===== src/hdl/pfrc_pkg.sv =====
`timescale 1ns / 1ps
`default_nettype none
// ----------------------------------------------------------------------------
// pfrc_pkg: shared types and constants of the PCM format and rate converter
// Register indexes, rate codes, the command passed from the front to the back
// and the offset-binary helper functions.
// ----------------------------------------------------------------------------
package pfrc_pkg;

	localparam int unsigned SAMPLE_W = 16;
	localparam int unsigned CFG_IDX_W = 3;
	localparam int unsigned CFG_DATA_W = 3;

	// Configuration register indexes.
	localparam logic [CFG_IDX_W-1:0] CFG_SRC_IS_16BIT  = 3'd0;
	localparam logic [CFG_IDX_W-1:0] CFG_DST_IS_16BIT  = 3'd1;
	localparam logic [CFG_IDX_W-1:0] CFG_SRC_IS_STEREO = 3'd2;
	localparam logic [CFG_IDX_W-1:0] CFG_DST_IS_STEREO = 3'd3;
	localparam logic [CFG_IDX_W-1:0] CFG_RATE_MODE     = 3'd4;

	// Rate mode codes; the unused codes behave as same rate.
	localparam logic [2:0] RATE_SAME  = 3'd0;
	localparam logic [2:0] RATE_DEC2  = 3'd1;
	localparam logic [2:0] RATE_DEC4  = 3'd2;
	localparam logic [2:0] RATE_UP2   = 3'd3;
	localparam logic [2:0] RATE_UP4   = 3'd4;

	localparam logic [7:0] U8_BIAS = 8'h80;
	localparam logic [SAMPLE_W-1:0] S16_BIAS = 16'h8000;

	// What the back end has to emit for one queued frame.
	typedef enum logic [1:0] {
		KIND_PASS = 2'd0,
		KIND_UP2  = 2'd1,
		KIND_UP4  = 2'd2
	} pfrc_kind_t;

	typedef struct packed {
		pfrc_kind_t          kind;
		logic                dst_16bit;
		logic                dst_stereo;
		logic [SAMPLE_W-1:0] prev_left;
		logic [SAMPLE_W-1:0] prev_right;
		logic [SAMPLE_W-1:0] cur_left;
		logic [SAMPLE_W-1:0] cur_right;
	} pfrc_cmd_t;

	// Target-format sample to offset binary; the mapping is its own inverse.
	function automatic logic [SAMPLE_W-1:0] to_biased(input logic [SAMPLE_W-1:0] v,
			input logic d16);
		return d16 ? (v ^ S16_BIAS) : {8'h00, v[7:0]};
	endfunction

	function automatic logic [SAMPLE_W-1:0] from_biased(input logic [SAMPLE_W-1:0] v,
			input logic d16);
		return d16 ? (v ^ S16_BIAS) : {8'h00, v[7:0]};
	endfunction

endpackage : pfrc_pkg
`default_nettype wire


===== src/hdl/pfrc_front.sv =====
`timescale 1ns / 1ps
`default_nettype none
// ----------------------------------------------------------------------------
// pfrc_front: frame intake and classification
// Holds the configuration, converts bit depth and channel count, tracks the
// previous frame and the decimation phase, and queues a command per frame that decimation keeps.
// ----------------------------------------------------------------------------
module pfrc_front
	import pfrc_pkg::*;
(
	input  wire logic                  clk,
	input  wire logic                  arst_n,
	input  wire logic                  cfg_we,
	input  wire logic [CFG_IDX_W-1:0]  cfg_index,
	input  wire logic [CFG_DATA_W-1:0] cfg_wdata,
	input  wire logic                  accept,
	input  wire logic [SAMPLE_W-1:0]   left_raw,
	input  wire logic [SAMPLE_W-1:0]   right_raw,
	input  wire logic                  stream_end,
	output logic                       push,
	output pfrc_cmd_t                  cmd
);

	logic       src16_q, dst16_q, src_st_q, dst_st_q;
	logic [2:0] rate_q;

	logic [SAMPLE_W-1:0] prev_l_q, prev_r_q;
	logic                have_prev_q;
	logic [1:0]          phase_q;

	logic [SAMPLE_W-1:0] dl, dr, cl, cr, mix;
	logic                is_dec, is_up;
	logic [1:0]          mask, phase_next;
	logic                emit;
	pfrc_kind_t          kind;

	always_ff @(posedge clk or negedge arst_n) begin
		if (!arst_n) begin
			src16_q  <= 1'b0;
			dst16_q  <= 1'b0;
			src_st_q <= 1'b0;
			dst_st_q <= 1'b0;
			rate_q   <= RATE_SAME;
		end else if (cfg_we) begin
			unique case (cfg_index)
				CFG_SRC_IS_16BIT:  src16_q  <= cfg_wdata[0];
				CFG_DST_IS_16BIT:  dst16_q  <= cfg_wdata[0];
				CFG_SRC_IS_STEREO: src_st_q <= cfg_wdata[0];
				CFG_DST_IS_STEREO: dst_st_q <= cfg_wdata[0];
				CFG_RATE_MODE:     rate_q   <= cfg_wdata;
				default: ;
			endcase
		end
	end

	function automatic logic [SAMPLE_W-1:0] conv_depth(input logic [SAMPLE_W-1:0] v,
			input logic s16, input logic d16);
		logic [SAMPLE_W-1:0] r;
		unique case ({s16, d16})
			2'b11:   r = v;
			2'b00:   r = {8'h00, v[7:0]};
			2'b01:   r = {v[7:0] ^ U8_BIAS, 8'h00};
			default: r = {8'h00, v[15:8] ^ U8_BIAS};
		endcase
		return r;
	endfunction

	always_comb begin
		dl  = conv_depth(left_raw, src16_q, dst16_q);
		dr  = conv_depth(right_raw, src16_q, dst16_q);
		mix = from_biased((to_biased(dl, dst16_q) >> 1) + (to_biased(dr, dst16_q) >> 1),
			dst16_q);
		if (!src_st_q) begin
			cl = dl;
			cr = dl;
		end else if (!dst_st_q) begin
			cl = mix;
			cr = mix;
		end else begin
			cl = dl;
			cr = dr;
		end

		is_dec     = (rate_q == RATE_DEC2) || (rate_q == RATE_DEC4);
		is_up      = ((rate_q == RATE_UP2) || (rate_q == RATE_UP4)) && have_prev_q;
		mask       = (rate_q == RATE_DEC2) ? 2'b01 : 2'b11;
		phase_next = (phase_q + 2'd1) & mask;
		emit       = !is_dec || ((phase_q & mask) == 2'b00);
		if (!is_up) begin
			kind = KIND_PASS;
		end else if (rate_q == RATE_UP2) begin
			kind = KIND_UP2;
		end else begin
			kind = KIND_UP4;
		end
	end

	assign push = accept && emit;

	always_comb begin
		cmd.kind       = kind;
		cmd.dst_16bit  = dst16_q;
		cmd.dst_stereo = dst_st_q;
		cmd.prev_left  = prev_l_q;
		cmd.prev_right = prev_r_q;
		cmd.cur_left   = cl;
		cmd.cur_right  = cr;
	end

	always_ff @(posedge clk or negedge arst_n) begin
		if (!arst_n) begin
			prev_l_q    <= '0;
			prev_r_q    <= '0;
			have_prev_q <= 1'b0;
			phase_q     <= 2'b00;
		end else if (accept) begin
			if (stream_end) begin
				prev_l_q    <= '0;
				prev_r_q    <= '0;
				have_prev_q <= 1'b0;
				phase_q     <= 2'b00;
			end else begin
				prev_l_q    <= cl;
				prev_r_q    <= cr;
				have_prev_q <= 1'b1;
				if (is_dec) begin
					phase_q <= phase_next;
				end
			end
		end
	end

endmodule : pfrc_front
`default_nettype wire


===== src/hdl/pfrc_queue.sv =====
`timescale 1ns / 1ps
`default_nettype none
// ----------------------------------------------------------------------------
// pfrc_queue: command queue between front and back
// A small register FIFO; the head entry is visible while not empty.
// ----------------------------------------------------------------------------
module pfrc_queue
	import pfrc_pkg::*;
#(
	parameter int unsigned DEPTH = 2
) (
	input  wire logic clk,
	input  wire logic arst_n,
	input  wire logic push,
	input  pfrc_cmd_t push_cmd,
	input  wire logic pop,
	output logic      full,
	output logic      empty,
	output pfrc_cmd_t head
);

	localparam int unsigned PW = (DEPTH > 1) ? $clog2(DEPTH) : 1;
	localparam int unsigned CW = $clog2(DEPTH + 1);
	localparam logic [PW-1:0] LAST_PTR = PW'(DEPTH - 1);
	localparam logic [CW-1:0] FULL_CNT = CW'(DEPTH);

	pfrc_cmd_t       entry_q [DEPTH];
	logic [PW-1:0]   wr_ptr_q, rd_ptr_q;
	logic [CW-1:0]   count_q;
	logic            do_push, do_pop;

	assign full    = (count_q == FULL_CNT);
	assign empty   = (count_q == '0);
	assign do_push = push && !full;
	assign do_pop  = pop && !empty;
	assign head    = entry_q[rd_ptr_q];

	always_ff @(posedge clk) begin
		if (do_push) begin
			entry_q[wr_ptr_q] <= push_cmd;
		end
	end

	always_ff @(posedge clk or negedge arst_n) begin
		if (!arst_n) begin
			wr_ptr_q <= '0;
			rd_ptr_q <= '0;
			count_q  <= '0;
		end else begin
			if (do_push) begin
				wr_ptr_q <= (wr_ptr_q == LAST_PTR) ? '0 : wr_ptr_q + PW'(1);
			end
			if (do_pop) begin
				rd_ptr_q <= (rd_ptr_q == LAST_PTR) ? '0 : rd_ptr_q + PW'(1);
			end
			if (do_push && !do_pop) begin
				count_q <= count_q + CW'(1);
			end else if (do_pop && !do_push) begin
				count_q <= count_q - CW'(1);
			end
		end
	end

endmodule : pfrc_queue
`default_nettype wire


===== src/hdl/pfrc_back.sv =====
`timescale 1ns / 1ps
`default_nettype none
// ----------------------------------------------------------------------------
// pfrc_back: result sequencer
// Walks the head command one result per cycle while the output is not stalled,
// computing the interpolated frames, and drives the registered output channel.
// ----------------------------------------------------------------------------
module pfrc_back
	import pfrc_pkg::*;
(
	input  wire logic                clk,
	input  wire logic                arst_n,
	input  pfrc_cmd_t                head,
	input  wire logic                empty,
	output logic                     pop,
	output logic                     out_valid,
	input  wire logic                out_stall,
	output logic [SAMPLE_W-1:0]      left_out,
	output logic [SAMPLE_W-1:0]      right_out,
	output logic                     run_last
);

	logic [1:0]          step_q;
	logic                out_valid_q;
	logic [SAMPLE_W-1:0] left_q, right_q;
	logic                last_q;

	logic       advance, fire, is_last;
	logic [1:0] last_step, wp, wn, sh;
	logic [SAMPLE_W-1:0] res_l, res_r;

	// (wp*prev + wn*cur) >> sh in offset binary; weights are at most three.
	function automatic logic [SAMPLE_W-1:0] blend(input logic [SAMPLE_W-1:0] p,
			input logic [SAMPLE_W-1:0] n, input logic [1:0] w_p, input logic [1:0] w_n,
			input logic [1:0] s, input logic d16);
		logic [SAMPLE_W+1:0] bp, bn, sum, shifted;
		bp  = {2'b00, to_biased(p, d16)};
		bn  = {2'b00, to_biased(n, d16)};
		sum = (w_p[1] ? (bp << 1) : '0) + (w_p[0] ? bp : '0)
			+ (w_n[1] ? (bn << 1) : '0) + (w_n[0] ? bn : '0);
		shifted = sum >> s;
		return from_biased(shifted[SAMPLE_W-1:0], d16);
	endfunction

	always_comb begin
		wp = 2'd0;
		wn = 2'd1;
		sh = 2'd0;
		last_step = 2'd0;
		unique case (head.kind)
			KIND_UP2: begin
				last_step = 2'd1;
				if (step_q == 2'd0) begin
					wp = 2'd1;
					sh = 2'd1;
				end
			end
			KIND_UP4: begin
				last_step = 2'd3;
				unique case (step_q)
					2'd0: begin
						wp = 2'd3;
						sh = 2'd2;
					end
					2'd1: begin
						wp = 2'd1;
						sh = 2'd1;
					end
					2'd2: begin
						wp = 2'd1;
						wn = 2'd3;
						sh = 2'd2;
					end
					default: ;
				endcase
			end
			default: ;
		endcase
		res_l = blend(head.prev_left, head.cur_left, wp, wn, sh, head.dst_16bit);
		res_r = blend(head.prev_right, head.cur_right, wp, wn, sh, head.dst_16bit);
	end

	assign advance = !out_valid_q || !out_stall;
	assign fire    = advance && !empty;
	assign is_last = (step_q == last_step);
	assign pop     = fire && is_last;

	always_ff @(posedge clk or negedge arst_n) begin
		if (!arst_n) begin
			out_valid_q <= 1'b0;
			step_q      <= 2'd0;
		end else begin
			if (advance) begin
				out_valid_q <= !empty;
			end
			if (fire) begin
				step_q <= is_last ? 2'd0 : step_q + 2'd1;
			end
		end
	end

	always_ff @(posedge clk) begin
		if (fire) begin
			left_q  <= res_l;
			right_q <= head.dst_stereo ? res_r : '0;
			last_q  <= is_last;
		end
	end

	assign out_valid = out_valid_q;
	assign left_out  = left_q;
	assign right_out = right_q;
	assign run_last  = last_q;

endmodule : pfrc_back
`default_nettype wire


===== src/hdl/pcm_format_rate_converter_top.sv =====
`timescale 1ns / 1ps
`default_nettype none
// A frame's first result passes through the command queue and then the registered output
// stage, and is held there while the output is stalled.
// The back-end sequencer gives one result per cycle while the output is not stalled;
// a frame gives one result at same rate or decimation and, once a frame of the sound has
// been seen, two when upsampling by two and four when upsampling by four.
// Frames dropped by decimation produce no result and are not queued.
// ----------------------------------------------------------------------------
// pcm_format_rate_converter_top: PCM sample format and rate converter
// Converts one PCM frame per input transaction in bit depth, channel count and
// sample rate, and emits zero to four result frames per input transaction.
// Reset (arst_n low, asynchronous) clears configuration, history, queue and
// output valid.
// ----------------------------------------------------------------------------
module pcm_format_rate_converter_top
	import pfrc_pkg::*;
#(
	parameter int unsigned QUEUE_DEPTH = 2
) (
	input  wire logic                  clk,
	input  wire logic                  arst_n,
	// Configuration write port.
	input  wire logic                  cfg_we,
	input  wire logic [CFG_IDX_W-1:0]  cfg_index,
	input  wire logic [CFG_DATA_W-1:0] cfg_wdata,
	// Input frame channel.
	input  wire logic                  in_valid,
	output logic                       in_stall,
	input  wire logic [SAMPLE_W-1:0]   left_raw,
	input  wire logic [SAMPLE_W-1:0]   right_raw,
	input  wire logic                  stream_end,
	// Result frame channel.
	output logic                       out_valid,
	input  wire logic                  out_stall,
	output logic [SAMPLE_W-1:0]        left_out,
	output logic [SAMPLE_W-1:0]        right_out,
	output logic                       run_last
);

	logic      accept, push, pop, full, empty;
	pfrc_cmd_t cmd, head;

	// The front takes a transaction whenever the queue has room, so the
	// input side never waits on the output handshake directly.
	assign in_stall = full;
	assign accept   = in_valid && !in_stall;

	// Front: configuration, depth and channel conversion, history tracking
	// and the decision of how many results the frame produces.
	pfrc_front u_front (
		.clk        (clk),
		.arst_n     (arst_n),
		.cfg_we     (cfg_we),
		.cfg_index  (cfg_index),
		.cfg_wdata  (cfg_wdata),
		.accept     (accept),
		.left_raw   (left_raw),
		.right_raw  (right_raw),
		.stream_end (stream_end),
		.push       (push),
		.cmd        (cmd)
	);

	// Queue of frame commands; it decouples the intake from the sequencer.
	pfrc_queue #(
		.DEPTH (QUEUE_DEPTH)
	) u_queue (
		.clk      (clk),
		.arst_n   (arst_n),
		.push     (push),
		.push_cmd (cmd),
		.pop      (pop),
		.full     (full),
		.empty    (empty),
		.head     (head)
	);

	// Back: one result per cycle into the output register, which only
	// advances when it is empty or the consumer takes its transaction.
	pfrc_back u_back (
		.clk       (clk),
		.arst_n    (arst_n),
		.head      (head),
		.empty     (empty),
		.pop       (pop),
		.out_valid (out_valid),
		.out_stall (out_stall),
		.left_out  (left_out),
		.right_out (right_out),
		.run_last  (run_last)
	);

endmodule : pcm_format_rate_converter_top
`default_nettype wire


===== config.mk =====
export PLATFORM = sky130hd
export DESIGN_NAME = pcm_format_rate_converter_top
export DESIGN_NICKNAME = d
export VERILOG_FILES = /design/src/hdl/pfrc_pkg.sv /design/src/hdl/pfrc_front.sv /design/src/hdl/pfrc_queue.sv /design/src/hdl/pfrc_back.sv /design/src/hdl/pcm_format_rate_converter_top.sv
export SDC_FILE = /design/constraint.sdc
export NUM_CORES = 1
export LEC_CHECK = 0
export BUFFER_PORTS_ARGS = -buffer_cell sky130_fd_sc_hd__buf_4
export CORE_MARGIN = 3
export CORE_UTILIZATION = 65
export DETAILED_ROUTE_END_ITERATION = 8
export PLACE_DENSITY = 0.95
export SLEW_MARGIN = 15
export SYNTH_ARGS = -nofsm -noshare
export SYNTH_HDL_FRONTEND = slang
export SYNTH_HIERARCHICAL = 1
export SYNTH_SLANG_ARGS = --single-unit

===== constraint.sdc =====
create_clock -name clk -period 10.7 [get_ports clk]
set_clock_uncertainty 0.15 [all_clocks]
set_input_delay 1.07 -clock clk [delete_from_list [all_inputs] [get_ports clk]]
set_output_delay 1.07 -clock clk [all_outputs]
set_load 0.02 [all_outputs]

======== After elaboration in Yosys (flattened, before gate mapping) ========
Memories as Yosys holds them, arrays and structs flattened.
Cells that the tools add are included.
cells by class
  add/sub/neg operators ................... 13
  equal/unequal tests ..................... 16
  shift-type cells ........................ 2
  muxes and demuxes ....................... 44
  bitwise operators ....................... 15
  reduce and logical (&&, ||, !) cells .... 36
operator list
  operator             number
  $mux 16              17
  $add 18x18->18       6
  $pmux 16 s3          2
  $mux 17              4
  $shr 18x2->16        2
  $mux 2               10
  $pmux 2 s2           5
  $add 15x15->16       1
  $reduce_and 2->1     7
  $not 1->1            13
  $eq 3x2->1 const B   4
  $logic_and 1x1->1    9
  $eq 2x2->1 const B   4
  $logic_not 2->1      4
  $logic_not 1->1      7
  $add 2x1->2 const B  3
  $eq 2x1->1 const B   3
  $eq 3x1->1 const B   2
  $eq 3x3->1 const B   2
  $mux 1               6
  $and 2x2->2          2
  $logic_or 1x1->1     4
  $reduce_bool 2->1    2
  $reduce_or 2->1      2
  other kinds (4)      5
storage, ports and cells
  register bits ........................... 82
  RAM bits ................................ 136
  bits of input ports ..................... 44
  output and inout bits ................... 35
  logic and storage cells ................. 146
  memories kept ........................... 1
memories
  name             words  width  read ports  clocked after memory_dff  wr ports  line              source
  u_queue.entry_q  2      68     1           0                         1         pfrc_queue.sv:27  pfrc_cmd_t entry_q [DEPTH];

======== Depth between registers and ports, before layout ========
  depth after elaboration ................. 11
  gate-level depth with buffers ........... 24

======== By module ========
The synthesis kept the hierarchy.
modules (own cells, without submodules)
  module                         times used  cells an instance  area an instance (µm²)  seq. area each (µm²)
  pfrc_back                      1           738                6077.1                  1066.0
  pfrc_queue                     1           231                5146.2                  4184.0
  pfrc_front                     1           439                3663.5                  1051.0
  pcm_format_rate_converter_top  1           1                  13.8                    0.0

======== Worst setup path after synthesis ========
No wires, ideal clock.
  path type ............................... register -> register
  start point ............................. reg u_queue.rd_ptr_q
  end point ............................... reg u_back.left_q[15], in the netlist u_back/left_out[15] (data pin)
  library setup time ...................... 256 ps
  data arrival time ....................... 5102 ps
  slack ................................... 5192 ps
  stages on the path, launching flop included .. 22
  path buffers ............................ 4
  period minus slack after synthesis ...... 5508 ps
  cell sequence ........................... dfrtp_1 buf_6 buf_2 mux2_2 inv_1 ha_1 buf_2 a21oi_1 clkbuf_1 nand2_1 fa_1 fa_1 inv_1 ha_1 fa_1 a211oi_1 o21ai_1 a211oi_2 o21ai_1 a2111oi_0 nor3_1 o211a_1
RTL lines
  what                    line              source
  from (decl)             pfrc_queue.sv:28  logic [PW-1:0] wr_ptr_q, rd_ptr_q;
  from (signal assigned)  pfrc_queue.sv:54  rd_ptr_q <= (rd_ptr_q == LAST_PTR) ? '0 : rd_ptr_q + PW'(1);
  to (signal assigned)    pfrc_back.sv:104  left_q <= res_l;
  to (decl)               pfrc_back.sv:25   logic [SAMPLE_W-1:0] left_q, right_q;

==> flow_metrics.env <==
export IMPL_outcome="finished, final reports clean"
export IMPL_dp_hpwl_um=25200
export IMPL_setup_violations=0
export IMPL_ant_nets=0
export IMPL_start_util=0.672
export IMPL_setup_slack_ns=4.93
export IMPL_synth_avg_cell_area_um2=10.6
export IMPL_clk_pin_slew_ns=0.06
export IMPL_gp_congestion=0.934
export IMPL_hold_slack_ns=0.325
export IMPL_clock_sinks=218
export IMPL_path_cells="mux2_2, inv_1, ha_1, nand2b_1, a21oi_2, buf_4, nand2_1, fa_1, fa_1, inv_1, ha_1, a211oi_1, o21ai_1, a211oi_2, o21ai_1, a2111oi_0, nor3_1, o211a_1"
export IMPL_drive_gt1_frac=0.175
export IMPL_cellPowerDensity_nw_per_um2=317
export IMPL_ctsHoldBuffers=0
export IMPL_startpoint_type="flop"
export IMPL_reg2reg_depth=18
export IMPL_reg2reg_to="u_back/left_out[15]"
export IMPL_core_area_um2=22200
export IMPL_irDropWorstVdd_mv=0.233
export IMPL_period_minus_slack_ns=5.77
export IMPL_final_hold_viol_count=0
export IMPL_synth_simple_area_share=0.143
export IMPL_r2r_start="u_queue/rd_ptr_q"
export IMPL_ys_seq_area_frac=0.423
export IMPL_synth_warnings=6
export IMPL_drt_pass1_iter_count=6
export IMPL_gr_total_overflow=0
export IMPL_worstPathRequired_ns=10.82
export IMPL_synthCells=1409
export IMPL_drt_first_iter_violations=1293
export IMPL_synth_seq_cells=218
export IMPL_synth_enable_flop_cells=169
export IMPL_grt_pass1_wl_um=58200
export IMPL_post_cts_setup_buffers=0
export IMPL_muxShareOfSynthArea=0.0867
export IMPL_clk_insertion_delay_late_ns=0.53
export IMPL_min_to="u_queue/entry_q[0][58]"
export IMPL_cp_max_fo=28
export IMPL_worst_pin_slew_ns=1.08
export IMPL_ys_flop_type="edfxtp_1"
export IMPL_io_pins=79
export IMPL_vias_per_cell=6.39
export IMPL_cts_resized=0
export IMPL_synthAdderAreaFrac=0.133
export IMPL_crit_slowest_cell="fa_1"
export IMPL_track_usage=0.296
export IMPL_maxCapViolCount=0
export IMPL_die_x_um=157
export IMPL_root_buffer="clkbuf_16"
export IMPL_cts_tree="built"
export IMPL_yosysUniqueCellTypes=93
export IMPL_nFillCells=1443
export IMPL_critPathBufInv=3
export IMPL_multiInputGateArea_um2=7860
export IMPL_clockBufferDepth=3
export IMPL_synth_compound_area_frac=0.146
export IMPL_htreeDepth=1
export IMPL_critical_path_top_delay_family="compound AO/OA/AOI/OAI gates"
export IMPL_synth_xor_area_frac=0.0170
export IMPL_period_share=0.540
export IMPL_register_area_um2=6300
export IMPL_synth_area_um2=14900
export IMPL_grt_start_max_net_pins=69
export IMPL_die_area_um2=24800
export IMPL_pre_cts_slack_ns=5.18
export IMPL_critPathKind="reg -> reg"
export IMPL_async_flop_share=0.225
export IMPL_port_buffers=78
export IMPL_cellLeakagePower_nw=6.97
export IMPL_rsz0062_at_grt="false"
export IMPL_die_h_um=157
export IMPL_drc=0
export IMPL_routed_via_count=11155
export IMPL_slew_headroom=0.281
export IMPL_final_cell_mix="edfxtp_1 (169), nand2_1 (134), inv_1 (108), buf_4 (91), nor2_1 (88)"
export IMPL_clock_fmax_mhz=173
export IMPL_r2r_slack_ns=4.93
export IMPL_area_growth_pct=9.92
export IMPL_critPathLaunch="u_queue/rd_ptr_q"
export IMPL_final_nets=1613
export IMPL_hold_depth=0
export IMPL_endpoint_kind="flop"
export IMPL_synth_top_family_by_area="compound AO/OA/AOI/OAI gates"
export IMPL_routed_wl_um=36200
export IMPL_min_delay_start="u_front/prev_l_q[10]"
export IMPL_slew_viol_final=0
export IMPL_slowest_delay_ns=0.54
export IMPL_antenna_cells=0
export IMPL_tns_ns=0
export IMPL_final_common_cell="edfxtp_1"
export IMPL_syn_num_nets=1572
export IMPL_numCtsBuffers=23
export IMPL_std_cell_rows=54
export IMPL_grt_pass1_vias=10986
export IMPL_avgRoutedWirePerCell_um=20.7
export IMPL_min_path_type="reg -> reg"
export IMPL_grt_antenna_before_repair=1
export IMPL_arrival_ns=5.89
==> through the flow <==
step                      std cells  utilization  power [W]  instance area (um2)
after floorplan                1409            -    0.00363                14900
after global placement         1705        0.705    0.00418                15600
after detailed placement       1705        0.705    0.00431                15600
after CTS                      1746        0.739    0.00517                16400
after global routing           1746        0.739    0.00558                16400
final                          1746        0.739    0.00520                16400
==> state kept, by name, summed over array words and instances (netlist names), 2 cells and up <==
signal / flops
u_back/left_out: 16
u_back/right_out: 16
u_back/step_q: 2
u_front/phase_q: 2
u_front/prev_l_q: 16
u_front/prev_r_q: 16
u_front/rate_q: 3
u_queue/count_q: 2
u_queue/entry_q: 136
==> area by class of cell <==
type                       instances  area share
clock inverter                    10     0.00909
timing repair buffer              91      0.0417
tap                              280      0.0214
multi-input combinational       1005       0.480
sequential                       218       0.385
clock buffer                      31      0.0376
inverter                         111      0.0254
==> routing by layer <==
metal	vias to the layer above	GRT usage	routed length, um
met5	-	0	0
met4	0	0.121	1610
met3	97	0.0360	2720
met2	577	0.492	17100
met1	5328	0.398	14800
li1	5153	-	-
==> power by group <==
part / total, W / internal [W] / switching (W)
Combinational: 0.00291 / 0.00112 / 0.00178
Sequential: 0.00148 / 0.00134 / 0.000147
Clock: 0.000810 / 0.000481 / 0.000329
Total: 0.00520 / 0.00294 / 0.00226
==> worst max path at each step <==
stage	endpoint	slack, ns	depth (start not counted)
floorplan	u_back/left_out[15]	5.19	21
global placement	u_back/left_out[14]	5.38	15
detailed placement	u_back/left_out[15]	5.18	18
CTS	u_back/left_out[15]	5.00	18
global route	u_back/left_out[15]	4.52	18
finish	u_back/left_out[15]	4.93	18
==> synth_stat cells, drive strengths merged (10+ instances only) <==
library cell  count  share of area
nor2             92          0.023
nand2           134          0.034
buf              30          0.012
and2             41          0.018
xnor2            18          0.011
a22o             34          0.021
nor2b            11         0.0051
nor3             23         0.0081
ha               54          0.045
o211ai           12         0.0064
dfrtp            49          0.082
mux2             91          0.071
xor2             11         0.0065
mux2i            23          0.015
a21oi            81          0.027
clkbuf           45          0.011
a31oi            16         0.0077
or2              10         0.0042
inv             109          0.027
fa               65          0.087
and3             35          0.015
edfxtp          169           0.34
o21ai            62          0.021
nand3            27         0.0091
a211oi           29          0.015
a21o             20          0.010
==> kinds of logic after synthesis <==
kind of cell,count (synthesis)
DFF,218
AOI/OAI and AO/OA,315
and+or+nand+nor,428
buffers and inverters,186
adders and majority gates,119
xor gates and xnor gates,29
muxes,114
==> worst reg2reg max path, stage by stage (launching register included) <==
cell	delay, ns
dfrtp_2	0.41
mux2_2	0.37
inv_1	0.09
ha_1	0.38
nand2b_1	0.15
a21oi_2	0.28
buf_4	0.35
nand2_1	0.15
fa_1	0.50
fa_1	0.54
inv_1	0.04
ha_1	0.36
a211oi_1	0.39
o21ai_1	0.20
a211oi_2	0.33
o21ai_1	0.18
a2111oi_0	0.43
nor3_1	0.11
o211a_1	0.13
Power figures use the tool's default switching activity.
